--- src/design/magic_byte_file_type_sniffer_core_macros.svh ---
// ----------------------------------------------------------------------------
// Assertion macros for the magic byte sniffer
// Implication checks sampled on clk, disabled while rst_n is low.
// ----------------------------------------------------------------------------
`ifndef MAGIC_BYTE_FILE_TYPE_SNIFFER_CORE_MACROS_SVH
`define MAGIC_BYTE_FILE_TYPE_SNIFFER_CORE_MACROS_SVH

`ifndef NO_ASSERTIONS

// Same-cycle implication
`define MBS_ASSERT_SAME(label, ante, cons, msg) \
    label: assert property (@(posedge clk) disable iff (!rst_n) (ante) |-> (cons)) \
        else $error(msg);

// Next-cycle implication
`define MBS_ASSERT_NEXT(label, ante, cons, msg) \
    label: assert property (@(posedge clk) disable iff (!rst_n) (ante) |=> (cons)) \
        else $error(msg);

`else

`define MBS_ASSERT_SAME(label, ante, cons, msg)
`define MBS_ASSERT_NEXT(label, ante, cons, msg)

`endif

`endif

--- src/design/mbs_pkg.sv ---
// ----------------------------------------------------------------------------
// mbs_pkg
// Types, file kind codes and signature constants for the magic byte sniffer.
// ----------------------------------------------------------------------------
package mbs_pkg;

    localparam int LEAD_N = 14;
    localparam int WIN_N  = 20;

    // Input request: one header byte
    typedef struct packed {
        logic [7:0] data_byte;
        logic       last_byte;
    } byte_req_t;

    // Result: file kind and bytes examined
    typedef struct packed {
        logic [4:0] file_kind;
        logic [9:0] bytes_used;
    } result_t;

    // Per-cell control of the window row
    typedef struct packed {
        logic shift;
        logic clear;
    } cell_ctrl_t;

    // Byte count thresholds used by the classifier
    typedef struct packed {
        logic ge2;
        logic ge3;
        logic ge4;
        logic ge5;
        logic ge6;
        logic ge8;
        logic ge12;
        logic ge14;
        logic ge189;
        logic ge193;
        logic ge377;
        logic ge385;
    } count_ge_t;

    // Snapshot handed to the classifier
    typedef struct packed {
        logic [LEAD_N*8-1:0] lead_flat;      // byte 0 in the top bits
        logic [5:0]          pattern_flags;
        logic [3:0]          sync_flags;
        count_ge_t           ge;
    } sniff_state_t;

    // File kind codes
    localparam logic [4:0] KIND_NONE     = 5'd0;
    localparam logic [4:0] KIND_PDF      = 5'd1;
    localparam logic [4:0] KIND_WEBM     = 5'd2;
    localparam logic [4:0] KIND_MKV      = 5'd3;
    localparam logic [4:0] KIND_M4V      = 5'd4;
    localparam logic [4:0] KIND_M4A      = 5'd5;
    localparam logic [4:0] KIND_M4B      = 5'd6;
    localparam logic [4:0] KIND_MOV      = 5'd7;
    localparam logic [4:0] KIND_MP4      = 5'd8;
    localparam logic [4:0] KIND_AVI      = 5'd9;
    localparam logic [4:0] KIND_WAV      = 5'd10;
    localparam logic [4:0] KIND_WEBP     = 5'd11;
    localparam logic [4:0] KIND_PNG      = 5'd12;
    localparam logic [4:0] KIND_GIF      = 5'd13;
    localparam logic [4:0] KIND_JPG      = 5'd14;
    localparam logic [4:0] KIND_BMP      = 5'd15;
    localparam logic [4:0] KIND_TS       = 5'd16;
    localparam logic [4:0] KIND_WMV      = 5'd17;
    localparam logic [4:0] KIND_WMA      = 5'd18;
    localparam logic [4:0] KIND_FLAC     = 5'd19;
    localparam logic [4:0] KIND_MP3      = 5'd20;
    localparam logic [4:0] KIND_OGG      = 5'd21;
    localparam logic [4:0] KIND_EPUB     = 5'd22;
    localparam logic [4:0] KIND_ZIP      = 5'd23;
    localparam logic [4:0] KIND_MOBI     = 5'd24;
    localparam logic [4:0] KIND_RAR      = 5'd25;
    localparam logic [4:0] KIND_7Z       = 5'd26;
    localparam logic [4:0] KIND_GZ       = 5'd27;
    localparam logic [4:0] KIND_BZ2      = 5'd28;
    localparam logic [4:0] KIND_XZ       = 5'd29;
    localparam logic [4:0] KIND_TAR      = 5'd30;
    localparam logic [4:0] KIND_COMPRESS = 5'd31;

    // Pattern flag bits
    localparam int PF_WEBM  = 0;
    localparam int PF_EPUB  = 1;
    localparam int PF_ASFV  = 2;
    localparam int PF_ASFA  = 3;
    localparam int PF_MOBI  = 4;
    localparam int PF_USTAR = 5;

    // Sliding window substrings
    localparam logic [31:0]  PAT_WEBM  = "webm";
    localparam logic [159:0] PAT_EPUB  = "application/epub+zip";
    localparam logic [127:0] PAT_ASFV  = 128'hC0EF19BC_4D5BCF11_A8FD0080_5F5C442B;
    localparam logic [127:0] PAT_ASFA  = 128'h409E69F8_4D5BCF11_A8FD0080_5F5C442B;
    localparam logic [63:0]  PAT_MOBI  = "BOOKMOBI";
    localparam logic [39:0]  PAT_USTAR = "ustar";

    // Fixed-offset signature positions (byte index before increment)
    localparam int POS_MOBI_END  = 67;
    localparam int POS_USTAR_END = 261;
    localparam int POS_SYNC0     = 188;
    localparam int POS_SYNC1     = 192;
    localparam int POS_SYNC2     = 376;
    localparam int POS_SYNC3     = 384;
    localparam logic [7:0] SYNC_BYTE = 8'h47;

    // Leading byte signatures
    localparam logic [39:0] SIG_PDF   = "%PDF-";
    localparam logic [31:0] SIG_EBML  = 32'h1A45DFA3;
    localparam logic [31:0] SIG_FTYP  = "ftyp";
    localparam logic [31:0] SIG_MOOV  = "moov";
    localparam logic [31:0] SIG_M4V   = "M4V ";
    localparam logic [31:0] SIG_M4A   = "M4A ";
    localparam logic [31:0] SIG_M4B   = "M4B ";
    localparam logic [31:0] SIG_QT    = "qt  ";
    localparam logic [31:0] SIG_RIFF  = "RIFF";
    localparam logic [31:0] SIG_AVI   = "AVI ";
    localparam logic [31:0] SIG_WAVE  = "WAVE";
    localparam logic [31:0] SIG_WEBP  = "WEBP";
    localparam logic [63:0] SIG_PNG   = 64'h89504E47_0D0A1A0A;
    localparam logic [47:0] SIG_GIF87 = "GIF87a";
    localparam logic [47:0] SIG_GIF89 = "GIF89a";
    localparam logic [23:0] SIG_JPG   = 24'hFFD8FF;
    localparam logic [15:0] SIG_BMP   = "BM";
    localparam logic [63:0] SIG_ASF   = 64'h3026B275_8E66CF11;
    localparam logic [31:0] SIG_FLAC  = "fLaC";
    localparam logic [23:0] SIG_ID3   = "ID3";
    localparam logic [7:0]  SIG_MP3_0 = 8'hFF;
    localparam logic [7:0]  MP3_MASK  = 8'hE6;
    localparam logic [7:0]  MP3_SYNC  = 8'hE2;
    localparam logic [31:0] SIG_OGG   = "OggS";
    localparam logic [31:0] SIG_ZIP   = 32'h504B0304;
    localparam logic [47:0] SIG_RAR   = 48'h52617221_1A07;
    localparam logic [47:0] SIG_7Z    = 48'h377ABCAF_271C;
    localparam logic [23:0] SIG_GZ    = 24'h1F8B08;
    localparam logic [23:0] SIG_BZ2   = "BZh";
    localparam logic [47:0] SIG_XZ    = 48'hFD377A58_5A00;
    localparam logic [15:0] SIG_LZW   = 16'h1F9D;

endpackage

--- src/design/mbs_win_cell.sv ---
// ----------------------------------------------------------------------------
// mbs_win_cell
// One byte of the sliding search window. Takes its neighbor's byte on a
// shift, clears at the end of a file, and shows its post-shift value.
// ----------------------------------------------------------------------------
module mbs_win_cell (
    input  logic               clk,
    input  logic               rst_n,
    input  mbs_pkg::cell_ctrl_t ctrl,
    input  logic [7:0]         din,
    output logic [7:0]         q,
    output logic [7:0]         look
);
    import mbs_pkg::*;

    logic [7:0] byte_reg;
    logic [7:0] byte_next;

    // Post-shift value, seen by the matchers this cycle
    assign look = ctrl.shift ? din : byte_reg;

    // Clear wins over shift
    assign byte_next = ctrl.clear ? 8'h00 : look;

    always_ff @(posedge clk or negedge rst_n)
    begin
        if (!rst_n)
        begin
            byte_reg <= 8'h00;
        end
        else
        begin
            byte_reg <= byte_next;
        end
    end

    assign q = byte_reg;

endmodule

--- src/design/mbs_classify.sv ---
// ----------------------------------------------------------------------------
// mbs_classify
// Priority classifier: maps the leading bytes, counts and flags of one
// file to a single file kind code.
// ----------------------------------------------------------------------------
module mbs_classify (
    input  mbs_pkg::sniff_state_t st,
    output logic [4:0]            file_kind
);
    import mbs_pkg::*;

    logic [7:0]  h0;
    logic [7:0]  h1;
    logic [15:0] s0_2;
    logic [23:0] s0_3;
    logic [31:0] s0_4;
    logic [39:0] s0_5;
    logic [47:0] s0_6;
    logic [63:0] s0_8;
    logic [31:0] s4_4;
    logic [31:0] s6_4;
    logic [31:0] s8_4;
    logic        riff;
    logic        ftyp;
    logic        ts_hit;

    // Slices of the leading bytes, byte 0 on top
    assign h0   = st.lead_flat[111 -: 8];
    assign h1   = st.lead_flat[103 -: 8];
    assign s0_2 = st.lead_flat[111 -: 16];
    assign s0_3 = st.lead_flat[111 -: 24];
    assign s0_4 = st.lead_flat[111 -: 32];
    assign s0_5 = st.lead_flat[111 -: 40];
    assign s0_6 = st.lead_flat[111 -: 48];
    assign s0_8 = st.lead_flat[111 -: 64];
    assign s4_4 = st.lead_flat[79 -: 32];
    assign s6_4 = st.lead_flat[63 -: 32];
    assign s8_4 = st.lead_flat[47 -: 32];

    assign riff = st.ge.ge12 && (s0_4 == SIG_RIFF);
    assign ftyp = st.ge.ge8 && (s4_4 == SIG_FTYP);

    // Transport stream: sync byte repeated at packet pitch 188 or 192
    assign ts_hit = st.ge.ge189 && (h0 == SYNC_BYTE) &&
                    ((st.sync_flags[0] && (!st.ge.ge377 || st.sync_flags[2])) ||
                     (st.ge.ge193 && st.sync_flags[1] &&
                      (!st.ge.ge385 || st.sync_flags[3])));

    // Priority chain
    always_comb
    begin
        file_kind = KIND_NONE;
        if (st.ge.ge5 && s0_5 == SIG_PDF)
            file_kind = KIND_PDF;
        else if (st.ge.ge4 && s0_4 == SIG_EBML)
            file_kind = st.pattern_flags[PF_WEBM] ? KIND_WEBM : KIND_MKV;
        else if (ftyp)
        begin
            if (st.ge.ge12 && s8_4 == SIG_M4V)
                file_kind = KIND_M4V;
            else if (st.ge.ge12 && s8_4 == SIG_M4A)
                file_kind = KIND_M4A;
            else if (st.ge.ge12 && s8_4 == SIG_M4B)
                file_kind = KIND_M4B;
            else if (st.ge.ge12 && s8_4 == SIG_QT)
                file_kind = KIND_MOV;
            else
                file_kind = KIND_MP4;
        end
        else if (st.ge.ge8 && s4_4 == SIG_MOOV)
            file_kind = KIND_MP4;
        else if (riff && s8_4 == SIG_AVI)
            file_kind = KIND_AVI;
        else if (riff && s8_4 == SIG_WAVE)
            file_kind = KIND_WAV;
        else if (riff && s8_4 == SIG_WEBP)
            file_kind = KIND_WEBP;
        else if (st.ge.ge8 && s0_8 == SIG_PNG)
            file_kind = KIND_PNG;
        else if (st.ge.ge6 && (s0_6 == SIG_GIF87 || s0_6 == SIG_GIF89))
            file_kind = KIND_GIF;
        else if (st.ge.ge3 && s0_3 == SIG_JPG)
            file_kind = KIND_JPG;
        else if (st.ge.ge14 && s0_2 == SIG_BMP && s6_4 == 32'h0)
            file_kind = KIND_BMP;
        else if (ts_hit)
            file_kind = KIND_TS;
        else if (st.ge.ge8 && s0_8 == SIG_ASF)
            file_kind = (!st.pattern_flags[PF_ASFV] && st.pattern_flags[PF_ASFA]) ?
                        KIND_WMA : KIND_WMV;
        else if (st.ge.ge4 && s0_4 == SIG_FLAC)
            file_kind = KIND_FLAC;
        else if (st.ge.ge3 && s0_3 == SIG_ID3)
            file_kind = KIND_MP3;
        else if (st.ge.ge2 && h0 == SIG_MP3_0 && (h1 & MP3_MASK) == MP3_SYNC)
            file_kind = KIND_MP3;
        else if (st.ge.ge4 && s0_4 == SIG_OGG)
            file_kind = KIND_OGG;
        else if (st.ge.ge4 && s0_4 == SIG_ZIP)
            file_kind = st.pattern_flags[PF_EPUB] ? KIND_EPUB : KIND_ZIP;
        else if (st.pattern_flags[PF_MOBI])
            file_kind = KIND_MOBI;
        else if (st.ge.ge6 && s0_6 == SIG_RAR)
            file_kind = KIND_RAR;
        else if (st.ge.ge6 && s0_6 == SIG_7Z)
            file_kind = KIND_7Z;
        else if (st.ge.ge3 && s0_3 == SIG_GZ)
            file_kind = KIND_GZ;
        else if (st.ge.ge3 && s0_3 == SIG_BZ2)
            file_kind = KIND_BZ2;
        else if (st.ge.ge6 && s0_6 == SIG_XZ)
            file_kind = KIND_XZ;
        else if (st.pattern_flags[PF_USTAR])
            file_kind = KIND_TAR;
        else if (st.ge.ge2 && s0_2 == SIG_LZW)
            file_kind = KIND_COMPRESS;
    end

endmodule

--- src/design/magic_byte_file_type_sniffer_core.sv ---
// The result is in the output register in the cycle after the request
// carrying last_byte is accepted. Throughput: one header byte per cycle
// unless a last byte waits for room for its result; the 20-cell window
// row shifts on each byte below MAX_HEADER and all matchers compare it
// in parallel. Reset: rst_n (async, active low) clears the count, flags,
// window and output valid; the block is ready right after reset.
// ----------------------------------------------------------------------------
// magic_byte_file_type_sniffer_core
// Streams file header bytes, tracks signatures and emits one file kind code
// per file on the byte marked last.
// ----------------------------------------------------------------------------
`include "magic_byte_file_type_sniffer_core_macros.svh"

module magic_byte_file_type_sniffer_core #(
    parameter int MAX_HEADER = 512
) (
    input  logic               clk,
    input  logic               rst_n,
    input  logic               byte_valid,
    output logic               byte_ready,
    input  mbs_pkg::byte_req_t byte_req,
    output logic               result_valid,
    input  logic               result_ready,
    output mbs_pkg::result_t   result
);
    import mbs_pkg::*;

    localparam int CW_RAW = $clog2(MAX_HEADER + 1);
    localparam int CW     = (CW_RAW < 10) ? 10 : CW_RAW;

    logic                accept;
    logic                advance;
    logic                done;
    logic [CW-1:0]       count_reg;
    logic [CW-1:0]       count_upd;
    logic [CW-1:0]       count_next;
    logic [5:0]          pattern_flags_reg;
    logic [5:0]          pattern_flags_upd;
    logic [5:0]          pattern_flags_next;
    logic [5:0]          pattern_hits;
    logic [3:0]          sync_flags_reg;
    logic [3:0]          sync_flags_upd;
    logic [3:0]          sync_flags_next;
    logic [3:0]          sync_hits;
    logic [7:0]          lead_reg [LEAD_N];
    logic [7:0]          lead_next [LEAD_N];
    logic [LEAD_N*8-1:0] lead_flat;
    logic [7:0]          win_q [WIN_N];
    logic [7:0]          win_look [WIN_N];
    logic [WIN_N*8-1:0]  win_flat;
    cell_ctrl_t          cell_ctrl;
    count_ge_t           ge;
    sniff_state_t        snap;
    logic [4:0]          kind;
    logic                result_valid_reg;
    logic                result_valid_next;
    result_t             result_reg;
    result_t             result_next;

    // Handshake: only a last byte needs room in the output register
    assign byte_ready = result_ready || !result_valid_reg || !byte_req.last_byte;
    assign accept     = byte_valid && byte_ready;
    assign advance    = accept && (count_reg < CW'(MAX_HEADER));
    assign done       = accept && byte_req.last_byte;

    // Window row: newest byte enters at the last cell
    assign cell_ctrl.shift = advance;
    assign cell_ctrl.clear = done;

    for (genvar i = 0; i < WIN_N; i++)
    begin : g_win
        logic [7:0] din;
        if (i == WIN_N - 1)
        begin : g_head
            assign din = byte_req.data_byte;
        end
        else
        begin : g_body
            assign din = win_q[i + 1];
        end
        mbs_win_cell u_cell (
            .clk   (clk),
            .rst_n (rst_n),
            .ctrl  (cell_ctrl),
            .din   (din),
            .q     (win_q[i]),
            .look  (win_look[i])
        );
        assign win_flat[(WIN_N - 1 - i)*8 +: 8] = win_look[i];
    end

    // Byte count
    assign count_upd  = advance ? count_reg + 1'b1 : count_reg;
    assign count_next = done ? '0 : count_upd;

    // Substring matches on the shifted window
    always_comb
    begin
        pattern_hits = '0;
        pattern_hits[PF_WEBM]  = (count_upd >= CW'(4))  && (win_flat[31:0]  == PAT_WEBM);
        pattern_hits[PF_EPUB]  = (count_upd >= CW'(20)) && (win_flat[159:0] == PAT_EPUB);
        pattern_hits[PF_ASFV]  = (count_upd >= CW'(16)) && (win_flat[127:0] == PAT_ASFV);
        pattern_hits[PF_ASFA]  = (count_upd >= CW'(16)) && (win_flat[127:0] == PAT_ASFA);
        pattern_hits[PF_MOBI]  = (count_reg == CW'(POS_MOBI_END)) &&
                                 (win_flat[63:0] == PAT_MOBI);
        pattern_hits[PF_USTAR] = (count_reg == CW'(POS_USTAR_END)) &&
                                 (win_flat[39:0] == PAT_USTAR);
    end

    assign pattern_flags_upd  = pattern_flags_reg | (advance ? pattern_hits : 6'b0);
    assign pattern_flags_next = done ? '0 : pattern_flags_upd;

    // Sync bytes at fixed offsets
    always_comb
    begin
        sync_hits    = '0;
        sync_hits[0] = (count_reg == CW'(POS_SYNC0));
        sync_hits[1] = (count_reg == CW'(POS_SYNC1));
        sync_hits[2] = (count_reg == CW'(POS_SYNC2));
        sync_hits[3] = (count_reg == CW'(POS_SYNC3));
    end

    assign sync_flags_upd  = sync_flags_reg |
                             ((advance && byte_req.data_byte == SYNC_BYTE) ? sync_hits : 4'b0);
    assign sync_flags_next = done ? '0 : sync_flags_upd;

    // Leading bytes, written at their position
    for (genvar i = 0; i < LEAD_N; i++)
    begin : g_lead
        assign lead_next[i] = (advance && count_reg == CW'(i)) ? byte_req.data_byte
                                                                 : lead_reg[i];
        assign lead_flat[(LEAD_N - 1 - i)*8 +: 8] = lead_next[i];
    end

    always_ff @(posedge clk)
    begin
        for (int i = 0; i < LEAD_N; i++)
        begin
            lead_reg[i] <= lead_next[i];
        end
    end

    // Count thresholds for the classifier
    always_comb
    begin
        ge.ge2   = count_upd >= CW'(2);
        ge.ge3   = count_upd >= CW'(3);
        ge.ge4   = count_upd >= CW'(4);
        ge.ge5   = count_upd >= CW'(5);
        ge.ge6   = count_upd >= CW'(6);
        ge.ge8   = count_upd >= CW'(8);
        ge.ge12  = count_upd >= CW'(12);
        ge.ge14  = count_upd >= CW'(14);
        ge.ge189 = count_upd >= CW'(189);
        ge.ge193 = count_upd >= CW'(193);
        ge.ge377 = count_upd >= CW'(377);
        ge.ge385 = count_upd >= CW'(385);
    end

    assign snap.lead_flat     = lead_flat;
    assign snap.pattern_flags = pattern_flags_upd;
    assign snap.sync_flags    = sync_flags_upd;
    assign snap.ge            = ge;

    mbs_classify u_classify (
        .st        (snap),
        .file_kind (kind)
    );

    // Output register
    always_comb
    begin
        result_valid_next = result_valid_reg;
        result_next       = result_reg;
        if (done)
        begin
            result_valid_next      = 1'b1;
            result_next.file_kind  = kind;
            result_next.bytes_used = count_upd[9:0];
        end
        else if (result_ready)
        begin
            result_valid_next = 1'b0;
        end
    end

    always_ff @(posedge clk)
    begin
        result_reg <= result_next;
    end

    // Control state
    always_ff @(posedge clk or negedge rst_n)
    begin
        if (!rst_n)
        begin
            count_reg         <= '0;
            pattern_flags_reg <= '0;
            sync_flags_reg    <= '0;
            result_valid_reg  <= 1'b0;
        end
        else
        begin
            count_reg         <= count_next;
            pattern_flags_reg <= pattern_flags_next;
            sync_flags_reg    <= sync_flags_next;
            result_valid_reg  <= result_valid_next;
        end
    end

    assign result_valid = result_valid_reg;
    assign result       = result_reg;

    // Checks
    `MBS_ASSERT_NEXT(a_last_gives_result, done, result_valid_reg, "no result after last byte")
    `MBS_ASSERT_NEXT(a_last_clears_count, done, count_reg == '0, "count not cleared")
    `MBS_ASSERT_SAME(a_count_bound, 1'b1, count_reg <= CW'(MAX_HEADER), "count over limit")
    `MBS_ASSERT_SAME(a_flags_need_bytes, count_reg == '0, (pattern_flags_reg == '0) && (sync_flags_reg == '0), "flags set with no bytes")

endmodule
--- config.mk ---
export PLATFORM = sky130hd
export DESIGN_NAME = magic_byte_file_type_sniffer_core
export DESIGN_NICKNAME = d
export VERILOG_FILES = /design/src/design/mbs_pkg.sv /design/src/design/mbs_win_cell.sv /design/src/design/mbs_classify.sv /design/src/design/magic_byte_file_type_sniffer_core.sv
export VERILOG_INCLUDE_DIRS = /design/src /design/src/design
export SDC_FILE = /design/constraint.sdc
export NUM_CORES = 1
export LEC_CHECK = 0
export ABC_AREA = 1
export BUFFER_PORTS_ARGS = -buffer_cell sky130_fd_sc_hd__buf_2
export CAP_MARGIN = 20
export CORE_MARGIN = 4
export CORE_UTILIZATION = 30
export DETAILED_ROUTE_END_ITERATION = 8
export PLACE_DENSITY = 0.55
export SLEW_MARGIN = 25
export SYNTH_ARGS = -nofsm -noshare
export SYNTH_HDL_FRONTEND = slang
export SYNTH_SLANG_ARGS = --single-unit
export TNS_END_PERCENT = 50
--- constraint.sdc ---
create_clock -name clk -period 4 [get_ports clk]
set_input_delay 0.8 -clock clk [delete_from_list [all_inputs] [get_ports clk]]
set_output_delay 0.8 -clock clk [all_outputs]
set_load 0.05 [all_outputs]
## Word-level counts from Yosys, hierarchy flattened

Memories as Yosys holds them, arrays and structs flattened.
Index checks and enable logic that the tools add are counted.
W data, S select, Z words.

- Register bits: 196
- Bits in latches: 0
- RAM bits: 112
- Bits in read-only memories: 0
- Output and inout bits: 17
- Memories kept: 1

Memories:

| name | depth | bits a word | read ports | clocked after Yosys merged registers in | write ports | line | source |
|---|---|---|---|---|---|---|---|
| lead_reg | 14 | 8 | 12 | 0 | 13 | magic_byte_file_type_sniffer_core.sv:45 | `logic [7:0] lead_reg [LEAD_N];` |

- Add/sub/neg operators: 1
- Multiply operators: 0
- Div/mod/pow operators: 0
- Order comparisons: 15
- Eq/ne operators: 59
- Shifts and indexed selects: 0
- Muxes and demuxes: 97
- Bitwise logic cells: 2
- Reduce and logical (&&, ||, !) cells: 75

Operator list:

| cell | count |
|---|---|
| $eq A32 B31 Y1 const B | 14 |
| $mux W8 | 55 |
| $eq A160 B159 Y1 const B | 1 |
| $eq A48 B47 Y1 const B | 3 |
| $mux W5 | 28 |
| $eq A128 B127 Y1 const B | 1 |
| $eq A128 B128 Y1 const B | 1 |
| $eq A64 B62 Y1 const B | 1 |
| $eq A64 B63 Y1 const B | 1 |
| $eq A64 B64 Y1 const B | 1 |
| $eq A10 B4 Y1 const B | 6 |
| $logic_and A1 B1 Y1 | 60 |
| $eq A24 B23 Y1 const B | 2 |
| $eq A48 B46 Y1 const B | 1 |
| $eq A48 B48 Y1 const B | 1 |
| $eq A10 B3 Y1 const B | 4 |
| $eq A40 B38 Y1 const B | 1 |
| $eq A40 B39 Y1 const B | 1 |
| $eq A32 B29 Y1 const B | 1 |
| $logic_not A32 Y1 | 1 |
| $eq A10 B9 Y1 const B | 3 |
| $ge A10 B3 Y1 const B | 3 |
| $ge A10 B4 Y1 const B | 3 |
| $eq A24 B21 Y1 const B | 1 |
| other kinds (29) | 55 |

## Logic depth before layout (Yosys ltp)

- Word-level depth: 34
- Gate-level depth with buffers: 27

## Modules after synthesis

Synthesis repeated with hierarchy kept, for this count alone.

- Cells, all modules: 2862
- Area, all modules: 19577.5 um2

Modules (own cells, without submodules):

| module | times used | cells an instance | area each (um2) |
|---|---|---|---|
| mbs_win_cell | 20 | 67 | 508.0 |
| magic_byte_file_type_sniffer_core | 1 | 957 | 6887.9 |
| mbs_classify | 1 | 565 | 2529.9 |

## Least setup slack after synthesis

No wires, ideal clock.

- Kind: input port to flip-flop
- Start: input port result_ready
- End: register result_reg, in the netlist result[10], data pin
- Data arrival time: 3.191 ns
- Data required time: 3.747 ns
- Slack: 0.556 ns
- Stages: 25
- Cells stage by stage: inv_1 nand3_2 nand3_4 buf_4 buf_4 buf_2 nand2_1 o21ai_0 nand2_1 nor2_1 nand2_1 nor2_1 nand2_1 nor2_1 nand3_1 nand2_1 nand2_1 nor2_1 nor2_1 nand2_1 nand4_1 o21bai_1 nand2_1 nand2_1 nand2_1

- Word-level cells in the longest chain between the ends: 33

RTL lines:

| what | line | source |
|---|---|---|
| from (decl) | magic_byte_file_type_sniffer_core.sv:23 | `input logic result_ready,` |
| $logic_or A1 B1 Y1 * (2 in series) | magic_byte_file_type_sniffer_core.sv:61 | `assign byte_ready = result_ready \|\| !result_valid_reg \|\| !byte_req.last_byte;` |
| named net byte_ready | magic_byte_file_type_sniffer_core.sv:20 | `output logic byte_ready,` |
| $logic_and A1 B1 Y1 * | magic_byte_file_type_sniffer_core.sv:62 | `assign accept = byte_valid && byte_ready;` |
| $logic_and A1 B1 Y1 * | magic_byte_file_type_sniffer_core.sv:63 | `assign advance = accept && (count_reg < CW'(MAX_HEADER));` |
| branches (longest 29 deep; another with $ge A10 B2 Y1) | n/a |  |
| to (signal assigned) | magic_byte_file_type_sniffer_core.sv:189 | `result_reg <= result_next;` |
| to (decl) | magic_byte_file_type_sniffer_core.sv:57 | `result_t result_reg;` |

Mark *: on every way through the listed nets, which the timed path passes.
A chain may end at the register's enable or synchronous reset.

## Final worst setup path

- Start: register count_reg[0]
- End: register result_reg, in the netlist result[13], data pin

RTL lines:

| what | line | source |
|---|---|---|
| from (decl) | magic_byte_file_type_sniffer_core.sv:34 | `logic [CW-1:0] count_reg;` |
| from (signal assigned) | magic_byte_file_type_sniffer_core.sv:204 | `count_reg <= count_next;` |
| $lt A10 B10 Y1 | magic_byte_file_type_sniffer_core.sv:63 |  |
| $logic_and A1 B1 Y1 | magic_byte_file_type_sniffer_core.sv:63 |  |
| $logic_and A1 B1 Y1 * | magic_byte_file_type_sniffer_core.sv:130 | `assign lead_next[i] = (advance && count_reg == CW'(i)) ? byte_req.data_byte` |
| $mux W8 * | magic_byte_file_type_sniffer_core.sv:130 |  |
| named net lead_flat[73] | magic_byte_file_type_sniffer_core.sv:47 | `logic [LEAD_N*8-1:0] lead_flat;` |
| $eq A48 B48 Y1 | mbs_classify.sv:111 | `else if (st.ge.ge6 && s0_6 == SIG_XZ)` |
| $logic_and A1 B1 Y1 | mbs_classify.sv:111 |  |
| $mux W5 | mbs_classify.sv:111 |  |
| [... 14 more ...] | n/a |  |
| $mux W5 | mbs_classify.sv:80 | `else if (st.ge.ge6 && (s0_6 == SIG_GIF87 \|\| s0_6 == SIG_GIF89))` |
| $mux W5 | mbs_classify.sv:78 | `else if (st.ge.ge8 && s0_8 == SIG_PNG)` |
| $mux W5 | mbs_classify.sv:76 | `else if (riff && s8_4 == SIG_WEBP)` |
| $mux W5 | mbs_classify.sv:74 | `else if (riff && s8_4 == SIG_WAVE)` |
| $mux W5 | mbs_classify.sv:72 | `else if (riff && s8_4 == SIG_AVI)` |
| $mux W5 | mbs_classify.sv:70 | `else if (st.ge.ge8 && s4_4 == SIG_MOOV)` |
| $mux W5 | mbs_classify.sv:57 | `else if (ftyp)` |
| $mux W5 | mbs_classify.sv:55 | `else if (st.ge.ge4 && s0_4 == SIG_EBML)` |

Mark *: on every way through the listed nets, which the timed path passes. The rest lies on a longest branch.

==> impl_metrics.json <==
{
  "cts_hold_buffers": 0,
  "leakage_nw": 10.2,
  "gp_congestion": 0.997,
  "dpl.hpwl_um": 47600,
  "crit_required_ns": 4.29,
  "largest_reg_flops": 160,
  "netlist_instances": 2665,
  "cts.sinks": 292,
  "hp-class": "input port to async pin",
  "cts-root-buf": "clkbuf_16",
  "fin_worst_skew_ns": 0.0300,
  "io_buffers": 29,
  "num_io_pins": 30,
  "finalCritPeriodShare_pct": 93.4,
  "wire_per_inst_um": 16.8,
  "syn-cell-area_mm2": 0.0173,
  "clkTransAtPathRegs_ns": 0.06,
  "critPathMaxStageDelay_ns": 0.43,
  "yosys.area.top_type_share_pct": 26.2,
  "n_antenna_cell": 0,
  "cts_tree": "yes",
  "cap_violations": 0,
  "overflow": 0,
  "ff2ff_setup_slack_ns": 0.26,
  "synthTopCellsByArea": "dfrtp_1 (26%), nand2_1 (16%), nor2_1 (11%)",
  "num_rows": 87,
  "cp.buffers_inverters": 8,
  "fin_ws_ns": 0.263,
  "wl_met1_um": 29800,
  "slew_viol_final": 0,
  "final-hold-violation-count": 0,
  "synth_area_leader_cell": "dfrtp_1",
  "die_area_mm2": 0.0615,
  "drc": 0,
  "grt_max_degree": 99,
  "grt_use_total_pct": 19.8,
  "num_vias": 17374,
  "synthDistinctLibCells": 51,
  "slowest_stage": "dfrtp_1",
  "yosys_warnings": 0,
  "synth_common_cells": "nand2_1 (737), nor2_1 (517), inv_1 (374), dfrtp_1 (181), o21ai_0 (169)",
  "arrival_ns": 4.03,
  "run_status": "complete, no violations",
  "drive_gt1_share_pct": 14.0,
  "maxUsedRoutingLayer": "met4",
  "yosysMostFrequentCell": "nand2_1",
  "seq_area_frac_synth_pct": 39.9,
  "wl_met2_um": 26400,
  "yosys_register_bits": 292,
  "post-route-min-period_ns": 3.74,
  "grt_pass1_vias": 16044,
  "endpoint_kind": "flop",
  "cp_num_cells": 21,
  "syn_to_final_growth_pct": 22.4,
  "antenna_found_initial": 1,
  "place_area_mm2": 0.0198,
  "cts_buffers": 35,
  "clk_latency_ns": 0.56,
  "finish.instance_area_mm2": 0.0212,
  "setup_viol": 0,
  "cp_max_fo": 8,
  "start_util_pct": 30.5,
  "path_common_cell": "nand2_1",
  "crit_path_cell_trace": "inv_1, ha_1, nand2_1, nor2_4, nand2_2, nand2_1, o21ai_2, buf_4, nor2_1, nand2_1, nor3_1, buf_4, inv_1, nor4_2, buf_4, inv_1, nand2_1, inv_1, nand2_1, a21oi_1, buf_4",
  "met3WireLength_um": 4180,
  "fmax_mhz": 268,
  "drtAntennaViolNets": 0,
  "place_ws_ns": -0.0368,
  "crit_family": "simple AND/OR/NAND/NOR gates",
  "cts.htree.levels": 2,
  "wl_um": 61600,
  "core_mm2": 0.0567,
  "synth_edf_count": 15,
  "maxSlewHeadroom_pct": 47.4,
  "clk_path_buf_depth": 3,
  "synthFlopType": "dfrtp_1",
  "async_flop_share_pct": 62.0,
  "fin_cells": 3667,
  "dp.cells": 3601,
  "p_per_area_mw_per_mm2": 581,
  "nets": 2901,
  "avgSynthCellArea_um2": 6.49,
  "rr_worst_depth": 21,
  "drtIter0Drc": 1433,
  "die_w_um": 248,
  "crit_type": "flop to flop",
  "synth_nets": 2682,
  "dr.pass1.iters": 6,
  "irDropWorstVdd_v": 0.000288,
  "startpoint_type": "flop",
  "grt_pass1_wl_um": 94700,
  "timing_worst_slew_pin_value_ns": 0.788,
  "viasPerCell": 4.74,
  "die_h_um": 248
}
final timing paths:
| kind | start | endpoint |
|---|---|---|
| setup / recovery | count_reg[0] | result[13] |
| hold / removal | rst_n | g_win[7].u_cell.q[0] |
| setup reg to reg | count_reg[0] | result[13] |
| hold reg to reg | lead_reg[2][10] | lead_reg[2][10] |
| max in group asynchronous | rst_n | count_reg[2] |
| min in group clk | lead_reg[2][10] | lead_reg[2][10] |
worst reg2reg max path: cells and delay by family (launching register included):
kind / cells / cell delay (ns)
AOI/OAI and AO/OA: 2 / 0.10
DFF: 1 / 0.43
adders and majority gates: 1 / 0.27
and+or+nand+nor: 10 / 1.73
buffers and inverters: 8 / 0.95
placed cells by master (no fill, tap or decap), types with 3 or more instances in the layout:
cell       count
a21oi_1       27
and2_1         6
buf_12        12
buf_2         28
buf_4        227
bufinv_16      6
clkbuf_1       5
clkbuf_16     37
clkbuf_8       6
clkinv_1       8
clkinv_2       3
dfrtp_1      180
dfxtp_1       96
edfxtp_1      15
ha_1           3
inv_1        373
inv_2         10
nand2_1      737
nand2_2       14
nand3_1      166
nand3_2        5
nand3b_1       7
nand4_1       62
nor2_1       515
nor2_2        10
nor2_4        11
nor3_1        46
nor3_2         6
nor4_1        26
o211ai_1       3
o21ai_0      168
o21ai_1       44
o21ai_2        9
cell families after synthesis:
logic type,count (synthesis),synth area share [%]
AO/OA/AOI/OAI,263,8.07
adder cells (fa/ha/maj),4,0.289
AND/OR/NAND/NOR,1628,40.3
flip-flops,292,39.9
XOR/XNOR,2,0.101
buffers and inverters,476,11.3
where the power goes:
part / switching [W] / internal (W) / total [W]
Clock: 0.00138 / 0.00219 / 0.00357
Combinational: 0.00318 / 0.00156 / 0.00474
Sequential: 0.000294 / 0.00368 / 0.00398
Total: 0.00486 / 0.00743 / 0.0123
per-layer routing:
metal / track usage, % / vias to the layer above
met5: 0 / -
met4: 4.56 / 0
met3: 2.92 / 76
met2: 30.2 / 568
met1: 29.5 / 7943
li1: - / 8787
area by class of cell:
class | instances | area [um2]
sequential | 292 | 6900
clock inverter | 17 | 278
tap | 756 | 946
timing repair buffer | 268 | 2100
clock buffer | 47 | 1010
fill | 6151 | 35500
inverter | 390 | 1470
multi-input combinational | 1897 | 8460
stage by stage:
step / total power, W / util [%] / hold WS, ns / TNS (ns)
5_1_grt: 0.0131 / 37.3 / 0.370 / -0.0435
2_1_floorplan: 0.00676 / - / 0.428 / 0
4_1_cts: 0.0123 / 37.2 / 0.333 / 0
6_report: 0.0123 / 37.3 / 0.297 / 0
3_5_place_dp: 0.00865 / 35.0 / 0.450 / -0.0614
3_3_place_gp: 0.00865 / 35.0 / 0.448 / -0.156
what timing repair did:
action / CTS / global route
gates resized for setup: 0 / 9
buffers inserted: 0 / 2
endpoints found under the setup margin: 0 / 5
Note: power is estimated with default switching activity, not from simulation.
